--- src/design/idmu_pkg.sv ---
// Package: shared widths, opcode codes and data type of the divide/modulo unit.
package idmu_pkg;

    localparam int DATA_WIDTH = 32;
    localparam int CNT_W      = $clog2(DATA_WIDTH);
    localparam int OP_W       = 2;

    typedef enum logic [OP_W-1:0] {
        OP_SDIV = 2'd0,
        OP_SREM = 2'd1,
        OP_UDIV = 2'd2,
        OP_UREM = 2'd3
    } t_opcode;

    typedef logic [DATA_WIDTH-1:0] t_data;

endpackage

--- src/design/idmu_if.sv ---
// Interfaces: request and response channels of the divide/modulo unit.
interface idmu_req_if;
    import idmu_pkg::*;

    logic            valid;
    logic            ready;
    logic [OP_W-1:0] opcode;
    t_data           dividend;
    t_data           divisor;

    modport source (output valid, opcode, dividend, divisor, input ready);
    modport sink   (input valid, opcode, dividend, divisor, output ready);
endinterface

interface idmu_rsp_if;
    import idmu_pkg::*;

    logic  valid;
    logic  ready;
    t_data result;
    logic  div_by_zero;

    modport source (output valid, result, div_by_zero, input ready);
    modport sink   (input valid, result, div_by_zero, output ready);
endinterface

--- src/design/idmu_core.sv ---
// Unsigned radix-2 restoring divider, one quotient bit per cycle.
module idmu_core (
    input  logic             i_clk,
    input  logic             i_rst_n,
    input  logic             i_start,
    input  idmu_pkg::t_data  i_dividend,
    input  idmu_pkg::t_data  i_divisor,
    output logic             o_busy,
    output idmu_pkg::t_data  o_quotient,
    output idmu_pkg::t_data  o_remainder
);
    import idmu_pkg::*;

    logic               r_busy;
    logic [CNT_W-1:0]   r_cnt;
    t_data              r_rem;
    t_data              r_quo;   // dividend bits shift out, quotient bits shift in
    t_data              r_dvs;

    logic [DATA_WIDTH:0] n_trial;
    logic [DATA_WIDTH:0] n_diff;
    logic                n_fits;

    assign n_trial = {r_rem, r_quo[DATA_WIDTH-1]};
    assign n_diff  = n_trial - {1'b0, r_dvs};
    assign n_fits  = !n_diff[DATA_WIDTH];

    always_ff @(posedge i_clk) begin
        if (!i_rst_n) begin
            r_busy <= 1'b0;
            r_cnt  <= '0;
        end else if (i_start) begin
            r_busy <= 1'b1;
            r_cnt  <= '0;
            r_rem  <= '0;
            r_quo  <= i_dividend;
            r_dvs  <= i_divisor;
        end else if (r_busy) begin
            r_rem  <= n_fits ? n_diff[DATA_WIDTH-1:0] : n_trial[DATA_WIDTH-1:0];
            r_quo  <= {r_quo[DATA_WIDTH-2:0], n_fits};
            r_cnt  <= r_cnt + 1'b1;
            if (r_cnt == CNT_W'(DATA_WIDTH - 1)) begin
                r_busy <= 1'b0;
            end
        end
    end

    assign o_busy      = r_busy;
    assign o_quotient  = r_quo;
    assign o_remainder = r_rem;

endmodule

--- src/design/int32_divide_modulo_unit.sv ---
// Top level of the integer divide/modulo unit.
// Usage:
//   i_req carries opcode, dividend and divisor (valid/ready); a transaction
//   takes place on a rising edge with valid and ready both high. Opcodes:
//   signed quotient, signed remainder, unsigned quotient, unsigned remainder.
//   o_rsp carries result and div_by_zero, one transaction per request.
//   A request passes through the bit-serial divider (one quotient bit a cycle),
//   then through state S_FIX into the response register that drives o_rsp.
//   A zero divisor skips the divider and goes straight to S_FIX: response with
//   all ones (quotient) or the dividend (remainder) and div_by_zero set.
//   One request at a time: i_req.ready is high only in S_IDLE, not while a
//   division runs or its result waits in S_FIX for the response register.
//   Response stall: the response register holds its transaction while
//   o_rsp.ready is low; a new request is still taken and its result waits
//   in the divider until the response register frees up.
//   Reset (synchronous, active low) abandons any division in progress and
//   drops a pending response.
module int32_divide_modulo_unit (
    input  logic       i_clk,
    input  logic       i_rst_n,
    idmu_req_if.sink   i_req,
    idmu_rsp_if.source o_rsp
);
    import idmu_pkg::*;

    typedef enum logic [1:0] {S_IDLE, S_RUN, S_FIX} t_state;

    t_state  r_state;
    logic    r_want_rem;
    logic    r_neg_q;
    logic    r_neg_r;
    logic    r_dz;
    t_data   r_dvd;
    logic    r_out_valid;
    t_data   r_res;
    logic    r_out_dz;

    t_opcode n_op;
    logic    n_acc;
    logic    n_want_rem;
    logic    n_signed;
    logic    n_nu;
    logic    n_nv;
    logic    n_dz;
    t_data   n_au;
    t_data   n_av;
    t_data   n_fix;
    logic    n_load;

    logic    core_busy;
    t_data   core_quo;
    t_data   core_rem;

    assign n_op       = t_opcode'(i_req.opcode);
    assign i_req.ready = (r_state == S_IDLE);
    assign n_acc      = i_req.valid && i_req.ready;
    assign n_want_rem = (n_op == OP_SREM) || (n_op == OP_UREM);
    assign n_signed   = (n_op == OP_SDIV) || (n_op == OP_SREM);
    assign n_nu       = n_signed && i_req.dividend[DATA_WIDTH-1];
    assign n_nv       = n_signed && i_req.divisor[DATA_WIDTH-1];
    assign n_au       = n_nu ? (~i_req.dividend + 1'b1) : i_req.dividend;
    assign n_av       = n_nv ? (~i_req.divisor + 1'b1) : i_req.divisor;
    assign n_dz       = (i_req.divisor == '0);

    idmu_core u_core (
        .i_clk       (i_clk),
        .i_rst_n     (i_rst_n),
        .i_start     (n_acc && !n_dz),
        .i_dividend  (n_au),
        .i_divisor   (n_av),
        .o_busy      (core_busy),
        .o_quotient  (core_quo),
        .o_remainder (core_rem)
    );

    always_comb begin
        if (r_dz) begin
            n_fix = r_want_rem ? r_dvd : '1;
        end else if (r_want_rem) begin
            n_fix = r_neg_r ? (~core_rem + 1'b1) : core_rem;
        end else begin
            n_fix = r_neg_q ? (~core_quo + 1'b1) : core_quo;
        end
    end

    assign n_load = (r_state == S_FIX) && (!r_out_valid || o_rsp.ready);

    always_ff @(posedge i_clk) begin
        if (!i_rst_n) begin
            r_state     <= S_IDLE;
            r_out_valid <= 1'b0;
        end else begin
            if (n_load) begin
                r_out_valid <= 1'b1;
            end else if (o_rsp.ready) begin
                r_out_valid <= 1'b0;
            end
            unique case (r_state)
                S_IDLE: begin
                    if (n_acc) begin
                        r_want_rem <= n_want_rem;
                        r_neg_q    <= n_nu ^ n_nv;
                        r_neg_r    <= n_nu;
                        r_dz       <= n_dz;
                        r_dvd      <= i_req.dividend;
                        r_state    <= n_dz ? S_FIX : S_RUN;
                    end
                end
                S_RUN: begin
                    if (!core_busy) begin
                        r_state <= S_FIX;
                    end
                end
                S_FIX: begin
                    if (n_load) begin
                        r_res       <= n_fix;
                        r_out_dz    <= r_dz;
                        r_state     <= S_IDLE;
                    end
                end
                default: r_state <= S_IDLE;
            endcase
        end
    end

    assign o_rsp.valid       = r_out_valid;
    assign o_rsp.result      = r_res;
    assign o_rsp.div_by_zero = r_out_dz;

    // divider only runs while the controller waits on it
    a_busy_in_run: assert property (@(posedge i_clk) disable iff (!i_rst_n)
        core_busy |-> (r_state == S_RUN))
        else $error("divider busy outside run state");

    // a zero divisor bypasses the divider
    a_dz_bypass: assert property (@(posedge i_clk) disable iff (!i_rst_n)
        (n_acc && n_dz) |=> ((r_state == S_FIX) && !core_busy))
        else $error("zero divisor did not bypass divider");

    // a nonzero divisor starts the divider
    a_start: assert property (@(posedge i_clk) disable iff (!i_rst_n)
        (n_acc && !n_dz) |=> (core_busy && (r_state == S_RUN)))
        else $error("divider did not start");

    // a response is loaded only when the register is free or being drained
    a_no_overwrite: assert property (@(posedge i_clk) disable iff (!i_rst_n)
        (r_out_valid && !o_rsp.ready && (r_state == S_FIX)) |=> (r_state == S_FIX))
        else $error("pending response overwritten");

endmodule

--- src/flat_wrapper.sv ---
// flat-port wrapper written by rule: the top's interface ports become plain ports
module int32_divide_modulo_unit_flat import idmu_pkg::*;
  (i_clk, i_rst_n, i_req_valid, i_req_opcode, i_req_dividend, i_req_divisor, i_req_ready, o_rsp_valid, o_rsp_result, o_rsp_div_by_zero, o_rsp_ready);
  idmu_req_if i_req_i ();
  idmu_rsp_if o_rsp_i ();
  input  logic i_clk;
  input  logic i_rst_n;
  input wire logic [$bits(i_req_i.valid)-1:0] i_req_valid;
  input wire logic [$bits(i_req_i.opcode)-1:0] i_req_opcode;
  input wire logic [$bits(i_req_i.dividend)-1:0] i_req_dividend;
  input wire logic [$bits(i_req_i.divisor)-1:0] i_req_divisor;
  output wire logic [$bits(i_req_i.ready)-1:0] i_req_ready;
  output wire logic [$bits(o_rsp_i.valid)-1:0] o_rsp_valid;
  output wire logic [$bits(o_rsp_i.result)-1:0] o_rsp_result;
  output wire logic [$bits(o_rsp_i.div_by_zero)-1:0] o_rsp_div_by_zero;
  input wire logic [$bits(o_rsp_i.ready)-1:0] o_rsp_ready;
  assign i_req_i.valid = i_req_valid;
  assign i_req_i.opcode = i_req_opcode;
  assign i_req_i.dividend = i_req_dividend;
  assign i_req_i.divisor = i_req_divisor;
  assign i_req_ready = i_req_i.ready;
  assign o_rsp_valid = o_rsp_i.valid;
  assign o_rsp_result = o_rsp_i.result;
  assign o_rsp_div_by_zero = o_rsp_i.div_by_zero;
  assign o_rsp_i.ready = o_rsp_ready;
  int32_divide_modulo_unit u_core (.i_clk(i_clk), .i_rst_n(i_rst_n), .i_req(i_req_i), .o_rsp(o_rsp_i));
endmodule
--- config.mk ---
export PLATFORM = sky130hd
export DESIGN_NAME = int32_divide_modulo_unit_flat
export DESIGN_NICKNAME = d
export VERILOG_FILES = /design/src/design/idmu_pkg.sv /design/src/design/idmu_if.sv /design/src/design/idmu_core.sv /design/src/design/int32_divide_modulo_unit.sv /design/src/flat_wrapper.sv
export SDC_FILE = /design/constraint.sdc
export NUM_CORES = 1
export LEC_CHECK = 0
export ABC_AREA = 1
export BUFFER_PORTS_ARGS = -buffer_cell sky130_fd_sc_hd__buf_2
export CAP_MARGIN = 15
export CORE_MARGIN = 4
export CORE_UTILIZATION = 62
export CTS_CLUSTER_DIAMETER = 80
export DETAILED_ROUTE_END_ITERATION = 10
export PLACE_DENSITY = 0.9
export SLEW_MARGIN = 5
export SYNTH_ARGS = -nofsm -noshare
export SYNTH_HDL_FRONTEND = slang
export SYNTH_SLANG_ARGS = --single-unit
--- constraint.sdc ---
create_clock -name i_clk -period 8.75 [get_ports i_clk]
set_clock_uncertainty 0.05 [all_clocks]
set_input_delay 0.4375 -clock i_clk [delete_from_list [all_inputs] [get_ports i_clk]]
set_output_delay 0.4375 -clock i_clk [all_outputs]
set_load 0.01 [all_outputs]
* Word-level counts from Yosys, hierarchy flattened *
Cells that the tools add are included.

storage, ports and cells
  word-level logic and storage cells = 77
  register bits = 174
  input port bits = 70

operators by class
  reduce and logical (&&, ||, !) cells = 22
  add/sub/neg operators = 6
  multiplexer cells = 21
  bitwise operators = 6
  eq/ne operators = 8

operators by type and width
  cell                     count
  $mux W32                 11
  $add A32 B1 Y32 const B  4
  $not A32 Y32             4
  $sub A33 B32 Y33         1
  $logic_not A32 Y1        1
  $reduce_and A3 Y1        3
  $mux W2                  4
  $pmux W2 S3              1
  $add A5 B1 Y5 const B    1
  $eq A5 B5 Y1 const B     1
  $logic_and A1 B1 Y1      5
  $mux W1                  5
  $eq A2 B1 Y1 const B     2
  $eq A2 B2 Y1 const B     2
  $logic_not A2 Y1         2
  $ne A2 B2 Y1 const B     2
  $reduce_and A2 Y1        2
  $reduce_bool A2 Y1       2
  $logic_not A1 Y1         3
  $logic_or A1 B1 Y1       3
  $ne A2 B1 Y1 const B     1
  $reduce_or A2 Y1         1
  $not A1 Y1               1
  $xor A1 B1 Y1            1

* Logic depth before layout (Yosys ltp) *
  depth in word-level cells = 5
  gate-level depth with buffers = 17

* Cells and area by module *
From an unflattened synthesis, not the netlist that was laid out.

unflattened totals
  cells, all modules = 1997
  area total of the unflattened synthesis = 13716.9 um^2

by module, submodules not included
  module                    area an instance (um^2)  times used  cells an instance  sequential area each (um^2)
  idmu_core                 6972.9                   1           951                3002.9
  int32_divide_modulo_unit  6744.0                   1           1046               2132.0

* Least setup slack after synthesis *
OpenSTA, ideal clock, no wires.

  path type = input port to flip-flop
  start = input i_req_divisor[0]
  end = register u_core.u_core.r_quo[0], in the netlist u_core.u_core.o_quotient[0], enable pin
  cell stages on the path = 9
  data required time = 8126 ps
  arrival time = 5822 ps
  path slack = 2303 ps
  cell sequence = inv_1 -> ha_1 -> inv_1 -> nor4_2 -> nand2_1 -> o21bai_2 -> buf_4 -> buf_2 -> o21ai_0

on the way
  cells in the longest elaborated chain, start to end = 5

ends and longest elaborated chain
  what                                 RTL line                        source
  start: declaration                   flat_wrapper.sv:11              input wire logic [$bits(i_req_i.divisor)-1:0] i_req_divisor;
  $logic_not A32 Y1                    int32_divide_modulo_unit.sv:63  assign n_dz = (i_req.divisor == '0);
  $logic_not A1 Y1                     int32_divide_modulo_unit.sv:68  .i_start (n_acc && !n_dz),
  $logic_and A1 B1 Y1                  int32_divide_modulo_unit.sv:68
  $reduce_bool A2 Y1 (no source line)  --
  $reduce_and A2 Y1 (no source line)   --
  end signal: assignment               idmu_core.sv:36                 r_quo <= i_dividend;
  end signal: assignment               idmu_core.sv:40                 r_quo <= {r_quo[DATA_WIDTH-2:0], n_fits};
  end: declaration                     idmu_core.sv:17                 t_data r_quo;

Every way passes these cells.
A chain may end at the register's enable or synchronous reset.

* Worst setup path after layout *
  start = register u_core.r_want_rem
  end = register u_core.r_res[10], in the netlist u_core.o_rsp.result[10], data pin

on the way
  cells in the longest elaborated chain, start to end = 2

ends and longest elaborated chain
  what                         RTL line                                                        source
  start: declaration           int32_divide_modulo_unit.sv:29                                  logic r_want_rem;
  start signal: assignment     int32_divide_modulo_unit.sv:101                                 r_want_rem <= n_want_rem;
  $mux W32 (on tied branches)  int32_divide_modulo_unit.sv:79, int32_divide_modulo_unit.sv:78
  $mux W32 (*)                 int32_divide_modulo_unit.sv:77                                  if (r_dz) begin
  named net u_core.n_fix[10]   int32_divide_modulo_unit.sv:47                                  t_data n_fix;
  end signal: assignment       int32_divide_modulo_unit.sv:116                                 r_res <= n_fix;
  end: declaration             int32_divide_modulo_unit.sv:35                                  t_data r_res;

Mark *: on every way through the listed nets, which the timed path passes. The rest lies on a longest branch.

==> results.txt <==
- The floorplan step defined a die boundary enclosing 0.0237 mm2.
- Number of placement rows: 53
* Total number of yosys warnings: 0
- Of the synthesized area, sequential elements account for 38.9%.
- Routed wire length: 38800 um
* Average footprint of a synthesized cell: 6.85 um2
- Timing would allow up to 316 MHz.
- Gates resized during post-CTS repair numbered 0.
- Req. time, crit path: 8.95 ns
- Routability-driven placement finished with a final weighted congestion of 0.970.
* PD cells: 185 mW/mm2
* Pin count of the biggest net entering global routing: 76
- The worst setup path is launched from a register.
- The mapped netlist covers 0.0132 mm2.
- The count of final max-slew check failures is 0.
- Period utilization: 36.1%
* Vias in the first global route: 12100
- Top Ports: 105
- VDD sags by at most 0.000146 V.
- By instance count, the leading cell after synthesis is sky130_fd_sc_hd__nand2_1.
- Vert. Die Dim: 154 um
* Max cap viols: 0
- The cell sitting at the root of the clock tree is a sky130_fd_sc_hd__clkbuf_16.
- Netlist cell types: 49
- Worst hold path stage count: 1
* Effective utilization at floorplan: 63.0%
* Critical path's top delay family: buffers and inverters
- Most frequent cells after synthesis: sky130_fd_sc_hd__nand2_1 (572), sky130_fd_sc_hd__inv_1 (301), sky130_fd_sc_hd__nor2_1 (260), sky130_fd_sc_hd__nand3_1 (200), sky130_fd_sc_hd__edfxtp_1 (165)
- Type of the worst min-delay path: in2reg
* Clock latency reported for the late side of the worst-skew pair: 0.44 ns
- For this block, the via count after detailed routing is 13300.
* Synth top area cells: sky130_fd_sc_hd__edfxtp_1 (38%), sky130_fd_sc_hd__nand2_1 (16%), sky130_fd_sc_hd__inv_1 (8.6%)
- Setup Total Neg Slack: 0 ns
- Buffers inserted during clock tree synthesis total 17.
* Critical path buffers and inverters: 2
- GRT Resource Usage Total: 31.9%
- The critical path goes through clkinv_1 > buf_4 > a21oi_1 > o21ai_0 > a31oi_1.
- In this run the biggest area consumer among cell types represents 37.5% of the synthesized area.
- Total count of hold-check failures in the final report: 0
* Remaining antenna violation count after routing: 0
* Number of fill cells: 1814
* Run status: complete, no violations
- Number of diodes added for antenna fixing: 0
* Tmin final: 3.16 ns
- In this run the horizontal extent of the chip is 154 um.
- Summed over all instances, the cell type with the most area after synthesis is sky130_fd_sc_hd__edfxtp_1.
* Area growth from synthesis to final layout: 10.3%
- Category of the critical setup timing path: reg2reg
- First-pass GRT wire length: 60700 um
* TritonCTS clock tree: built
* Unrepaired setup endpoints after global routing: no
- Counting every sink on the clock net gives 174.
- Measured in cells, the most critical reg-to-reg path has a length of 5.
- First-iteration detailed-routing DRC count: 1734
- The pre-antenna-repair detailed-routing pass consisted of 7 iterations.
* Final setup violation count: 0
- Hold timing on the final database bottoms out at a slack of 0.133 ns.
- The analysis attributes to cell leakage a power of 7.16 nW.
- Number of hold-repair buffers added at the cts stage: 0
* PortBufs: 104
* Async S/R FF share, synth: 0%
- Clock-pin slew was measured on the worst setup and hold paths at 0.07 ns.
* Delay of the slowest critical-path stage: 1.15 ns
- After detailed routing, the average wire length per cell comes to 16.8 um.
- The slowest stage of the critical path belongs to the cell sky130_fd_sc_hd__edfxtp_1.
- Most used DFF post-synth: sky130_fd_sc_hd__edfxtp_1
- Synthesis produced a netlist whose cell count is 1927.
- After detailed routing, the number of remaining DRC violations is 0.
- CP Max Fanout: 33
* Core outline area: 0.0210 mm2
- The clock passes through at most 2 buffers.
* Number of buffers inserted by post-CTS setup repair: 0
- Final #Nets: 2124
- Number of antenna violations at the first check in global routing: 0
* Kind of capture point of the worst setup path: register
- Cells with a size suffix above 1 make up 8.43% of the layout.
* Deepest level of the CTS H-tree: 4
* Half-perimeter wire length after placement: 29800 um
* Number of cells on the critical path: 5
* Grt total ovfl: 0
* Slew at the pin closest to its max-slew limit: 1.20 ns
- Counting every net in the synthesized netlist gives 2036.
* Number of enable-type register cells in the synthesized netlist: 165
- Slew Limit Headroom: 19.7%
* Register bit total from synthesis: 174
- CP Data Arrival Time: 3.36 ns
- In the routed layout, each cell is associated on average with a via count of 5.78.
[kinds of logic (layout without fill, tap and decap cells)]
logic type / count (synthesis) / in the layout / share of synthesized area, %
simple gates: 1113 / 1113 / 35.4
xor+xnor: 52 / 52 / 3.45
buf+inv: 348 / 449 / 10.2
fa+ha+maj: 39 / 39 / 3.75
flops: 174 / 174 / 38.9
compound gates: 200 / 200 / 8.26
mux: 1 / 1 / 0.0758
[per-stage QoR]
stage | total power, mW | setup slack [ns] | util [%] | cells | instance area (um2)
after global placement | 1.90 | 5.75 | 66.6 | 2271 | 14000
after global routing | 2.86 | 5.55 | 69.5 | 2303 | 14600
after CTS | 2.68 | 5.85 | 69.5 | 2303 | 14600
after floorplan | 1.70 | 2.30 | - | 1927 | 13200
final | 2.70 | 5.59 | 69.5 | 2303 | 14600
after detailed placement | 1.92 | 5.67 | 66.6 | 2271 | 14000
[worst reg2reg max path, stage by stage, from the launching register on]
cell	delay, ns
sky130_fd_sc_hd__edfxtp_1	1.15
sky130_fd_sc_hd__clkinv_1	0.76
sky130_fd_sc_hd__buf_4	0.46
sky130_fd_sc_hd__a21oi_1	0.14
sky130_fd_sc_hd__o21ai_0	0.15
sky130_fd_sc_hd__a31oi_1	0.26
[report_power, final]
group / switching (mW) / internal (mW) / leakage [nW]
clock network: 0.378 / 0.394 / 0.295
registers: 0.0767 / 1.01 / 1.62
logic: 0.570 / 0.271 / 5.25
total: 1.02 / 1.68 / 7.16
[placed cells by master (no fill, tap or decap), drive strengths merged]
cell and count:
a21o 7, a21oi 57, a31oi 18, and2 3, and3 2, buf 112, clkbuf 18, clkinv 8
dfxtp 9, edfxtp 165, fa 1, ha 38, inv 311, mux2i 1, nand2 583, nand3 202
nand3b 5, nand4 30, nor2 262, nor3 15, nor3b 1, nor4 8, o2111ai 1, o211ai 2
o21a 1, o21ai 107, o21bai 2, o22a 1, o22ai 1, o31ai 1, o41ai 2, or2 2
xnor2 13, xor2 39
[metal layers]
layer	vias up	track usage, %	routed length [um]
met5	-	0	0
met4	0	12.7	1670
met1	5950	44.8	15700
met3	138	4.76	4040
li1	6416	-	-
met2	796	49.9	17400
[flip-flops by register name (all words and copies together) (netlist names)]
| register | count |
|---|---|
| u_core.r_neg_r | 1 |
| u_core.o_rsp.result | 32 |
| u_core.u_core.o_quotient | 32 |
| u_core.u_core.r_dvs | 32 |
| u_core.u_core.r_cnt | 5 |
| u_core.r_state | 2 |
| u_core.r_dz | 1 |
| u_core.u_core.o_busy | 1 |
| u_core.u_core.o_remainder | 32 |
| u_core.o_rsp.valid | 1 |
| u_core.r_neg_q | 1 |
| u_core.o_rsp.div_by_zero | 1 |
| u_core.r_dvd | 32 |
| u_core.r_want_rem | 1 |
[worst paths after layout]
kind / startpoint / endpoint / slack (ns)
max reg2reg: u_core.r_want_rem / u_core.o_rsp.result[10] / 5.59
min: i_req_dividend[13] / u_core.r_dvd[13] / 0.13
min reg2reg: u_core.u_core.r_cnt[2] / u_core.u_core.r_cnt[2] / 0.42
max: u_core.r_want_rem / u_core.o_rsp.result[10] / 5.59
[area by class of cell]
type                       instances  area [um2]  area share (%)
clock buffer                      18         439            3.02
multi-input combinational       1405        6760            46.4
inverter                         305        1140            7.86
clock inverter                    14         163            1.12
tap                              275         344            2.36
sequential                       174        5130            35.3
timing repair buffer             112         581            3.99
(Power assumes the default switching activity.)
